===== src/hw/rtl/tcw_ram.sv =====
module tcw_ram #(
  parameter int WIDTH = 8,
  parameter int DEPTH = 256
) (
  input  logic                     clk,
  input  logic                     we,
  input  logic [$clog2(DEPTH)-1:0] waddr,
  input  logic [WIDTH-1:0]         wdata,
  input  logic                     re,
  input  logic [$clog2(DEPTH)-1:0] raddr,
  output logic [WIDTH-1:0]         rdata
);

  logic [WIDTH-1:0] mem [DEPTH];

  always_ff @(posedge clk) begin
    if (we) mem[waddr] <= wdata;
    if (re) rdata <= mem[raddr];
  end

endmodule


===== config.mk =====
export PLATFORM = sky130hd
export DESIGN_NAME = tcw_ram
export DESIGN_NICKNAME = d
export VERILOG_FILES = /design/src/hw/rtl/tcw_ram.sv
export SDC_FILE = /design/constraint.sdc
export NUM_CORES = 2
export LEC_CHECK = 0
export ABC_AREA = 0
export BUFFER_PORTS_ARGS = -buffer_cell sky130_fd_sc_hd__buf_2
export CORE_MARGIN = 2
export CORE_UTILIZATION = 28
export DETAILED_ROUTE_END_ITERATION = 8
export PLACE_DENSITY = 0.39
export SLEW_MARGIN = 0
export SYNTH_ARGS = -nofsm -noshare
export SYNTH_HDL_FRONTEND = slang
export SYNTH_SLANG_ARGS = --single-unit

===== constraint.sdc =====
create_clock -name clk -period 2.6 [get_ports clk]
set_input_delay 0.52 -clock clk [delete_from_list [all_inputs] [get_ports clk]]
set_output_delay 0.52 -clock clk [all_outputs]
set_load 0.02 [all_outputs]

==> impl_metrics.json <==
{
  "status": "completed",
  "detail_route.iter0.violations": 4005,
  "multi_input_gate_area_in_the_final_layout_sq_um": 16600,
  "place.gp.congestion": 0.791,
  "grt_busiest_layer": "met2",
  "fp.dieH_microns": 537,
  "critical_path_arrival_ps": 3140,
  "sequential_cell_area_in_the_final_layout_sq_um": 61700,
  "count_of_flip_flops_with_a_built_in_enable_after_synthesis": 2056,
  "netlist_instances": 3733,
  "cts-root-to-sink-buffers": 4,
  "post_synthesis_cell_area_sq_um": 79600,
  "synthesis.yosys.warnings": 0,
  "antenna_found_initial": 25,
  "finalWorstPathRequiredPeriod_ps": 2510,
  "cts_inserted_buffers": 229,
  "drive_gt1_share_pct": 34.3,
  "pwr_density_cell_nw_per_um2": 736,
  "path_delay_family": "multiplexers",
  "grt_setup_unrepaired": "false",
  "worstPathMaxFanout": 1,
  "worst_setup_hold_path_clk_slew_ps": 60,
  "clock_tree.htree_level_count": 4,
  "clock-sinks": 2056,
  "drc": 0,
  "hold_path_startpoint": "wdata[5]",
  "groute.layer.met2.usage_pct": 27.0,
  "critical_path.startpoint_type": "flop",
  "grt_use_met1_pct": 23.7,
  "finish.instance_area_sq_um": 97600,
  "grt_pass1_wl_microns": 337000,
  "dp_hpwl_microns": 161000,
  "final_core_utilization_pct": 34.6,
  "instances_no_fill": 8482,
  "global_route.usage.met3_pct": 1.91,
  "pin_count": 35,
  "worstRegToRegCells": 6,
  "wl_per_cell_microns": 28.4,
  "max_cap_violations": 0,
  "critical_path.max_stage_delay_ps": 530,
  "max_slew_margin_pct": 28.5,
  "worst_slack_on_hold_paths_ps": 53.0,
  "whs_endpoint": "mem[246][5]$_DFFE_PP_",
  "post_cts.repair.setup_buffers": 0,
  "ir_drop_worst_case_vdd_uv": 565,
  "drtAntennaViolNets": 0,
  "dr.pass1.iters": 5,
  "post_synthesis_average_cell_area_sq_um": 21.3,
  "async_flop_share_pct": 0,
  "setup.worst_path.end_class": "flop",
  "cts_tree": "built",
  "synthesis.nets": 3760,
  "timing.setup.critical_path_class": "flop to flop",
  "critical_path_required_ps": 3220,
  "routed-via-count": 40700,
  "timing.hold.worst.class": "input port to flop",
  "worstPathBufferInverterCount": 1,
  "globalRoute.totalOverflow": 0,
  "final-setup-viol-count": 0,
  "path_common_cell": "mux4_2",
  "path_cells": "mux4_2 -> mux4_2 -> nor2b_1 -> nor4_4 -> buf_4 -> nor4_2",
  "timing_worst_slew_pin_value_ps": 1070,
  "grt_start_max_net_pins": 87,
  "insertion_delay_ps": 900,
  "nNetsFinal": 4570,
  "via_count_of_the_first_global_routing_pass": 41900,
  "worst-r2r-setup-slack_ps": 90,
  "placedCellCount": 8052,
  "cts_root_buffer": "clkbuf_16",
  "groute.usage.overall_pct": 16.5,
  "critical_path.reg2reg.endpoint": "rdata[2]$_DFFE_PP_",
  "yosys_register_bits": 2056,
  "post-route-period-util_pct": 96.7,
  "initial_core_util_pct": 28.2,
  "static-leakage-power_nw": 31.4,
  "worstReg2RegStart": "mem[87][2]$_DFFE_PP_",
  "syn_to_final_growth_pct": 22.6,
  "synth_top_flop_cell": "edfxtp_1",
  "port-buffer-count": 34,
  "postPlaceCellArea_sq_um": 90400,
  "totalPowerFinal_w": 0.0719,
  "synth_sequential_area_ratio_pct": 77.5,
  "timing.critical_path.slowest_stage_cell": "mux4_2",
  "core_area_sq_um": 283000,
  "fin_worst_skew_ps": 36.1,
  "drt_wl_total_microns": 241000,
  "row_count": 195,
  "max_freq_ghz": 0.398,
  "die_area_sq_um": 289000,
  "report.final.slew_viol_count": 0,
  "number_of_vias_per_cell_after_detailed_routing": 4.80,
  "finalHoldViolCount": 0,
  "fp.dieW_microns": 537,
  "min_delay_path_depth": 1,
  "fillCellCount": 26600,
  "synth_unique_cells": 54
}
cell usage after synthesis (3+ instances only):
library cell,count,area share [%]
edfxtp_1,2056,78
mux4_2,454,13
nor2_1,282,1.3
mux2i_1,134,1.7
a22oi_1,133,1.3
clkbuf_1,111,0.52
a21oi_1,96,0.60
o221ai_1,46,0.51
nand3_1,34,0.21
nand2_1,33,0.16
buf_2,31,0.19
nor2b_1,31,0.24
o22ai_1,28,0.22
buf_4,27,0.25
nor4_1,24,0.19
buf_1,22,0.10
nor3_1,22,0.14
buf_6,21,0.30
a211oi_1,16,0.15
a221oi_1,13,0.14
buf_8,13,0.25
nand4_1,10,0.079
o211ai_1,10,0.094
o21ai_0,10,0.063
a22o_1,8,0.088
buf_12,8,0.20
nand2b_1,8,0.063
and2_1,6,0.047
o22a_1,5,0.055
o32ai_1,4,0.044
or2_2,4,0.031
nor4_2,3,0.047
final cells by class:
cell class,instances,share of cell area (%)
clock inverter,154,1.28
multi-input combinational,1442,17.0
timing repair buffer,812,7.63
sequential,2056,63.2
antenna,7,0.0179
inverter,2,0.00769
tap,3743,4.80
clock buffer,266,6.03
registers in the layout (all words and copies together), names as in the netlist:
name and count:
rdata 8, mem 2048
layer usage:
metal	wire length (microns)	share of wire, %
met2	115000	48
met4	5030	2.1
met3	10700	4.5
met5	27	0.011
met1	110000	46
report_power, final:
group	switching (W)	leakage [nW]	internal (W)	total, W
clock	0.0134	3.49	0.0177	0.0311
sequential	0.0000614	18.5	0.0366	0.0366
combinational	0.00251	9.39	0.00167	0.00418
logic make-up (layout without fill, tap and decap cells):
family	count (synthesis)	after routing	synth area share (%)
AO/OA/AOI/OAI	385	385	3.42
buffers and inverters	235	1234	1.83
flip-flops	2056	2056	77.5
multiplexers	591	591	14.6
other	0	7	0
AND/OR/NAND/NOR	466	466	2.63
stage by stage:
stage / TNS, ps / setup WS, ps
global placement: -7230 / -1480
global route: 0 / 28.6
finish: 0 / 86.2
detailed placement: -7030 / -1370
CTS: 0 / 19.7
floorplan: 0 / 3.87
layout by cell type, fill, tap and decap left out, types with 61 or more instances in the layout:
cell type | Yosys | final
a21oi_1 | 96 | 96
clkinv_1 | 1 | 61
mux2i_1 | 134 | 134
a22oi_1 | 133 | 133
buf_4 | 27 | 671
clkbuf_16 | 0 | 230
mux4_2 | 454 | 454
nor2_1 | 282 | 279
edfxtp_1 | 2056 | 2056
buf_12 | 8 | 106
timing repair:
action / in CTS / in global routing
endpoints found under the setup margin: 3 / 1
hold buffers: 3 / 0
resized for setup: 7 / 1
pin swaps: 0 / 0
hold endpoints to repair: 65 / 0
how the worst max path moves through the flow:
stage	startpoint	endpoint	slack [ps]	depth (start not counted)
4_1_cts	mem[24][5]$_DFFE_PP_	rdata[5]$_DFFE_PP_	20	8
6_report	mem[87][2]$_DFFE_PP_	rdata[2]$_DFFE_PP_	90	6
3_3_place_gp	raddr[0]	rdata[2]$_DFFE_PP_	-1480	11
2_1_floorplan	raddr[0]	rdata[2]$_DFFE_PP_	4	9
3_5_place_dp	raddr[0]	rdata[2]$_DFFE_PP_	-1370	11
5_1_grt	mem[96][1]$_DFFE_PP_	rdata[1]$_DFFE_PP_	30	8
No activity file was read; power rests on OpenSTA's default activity.
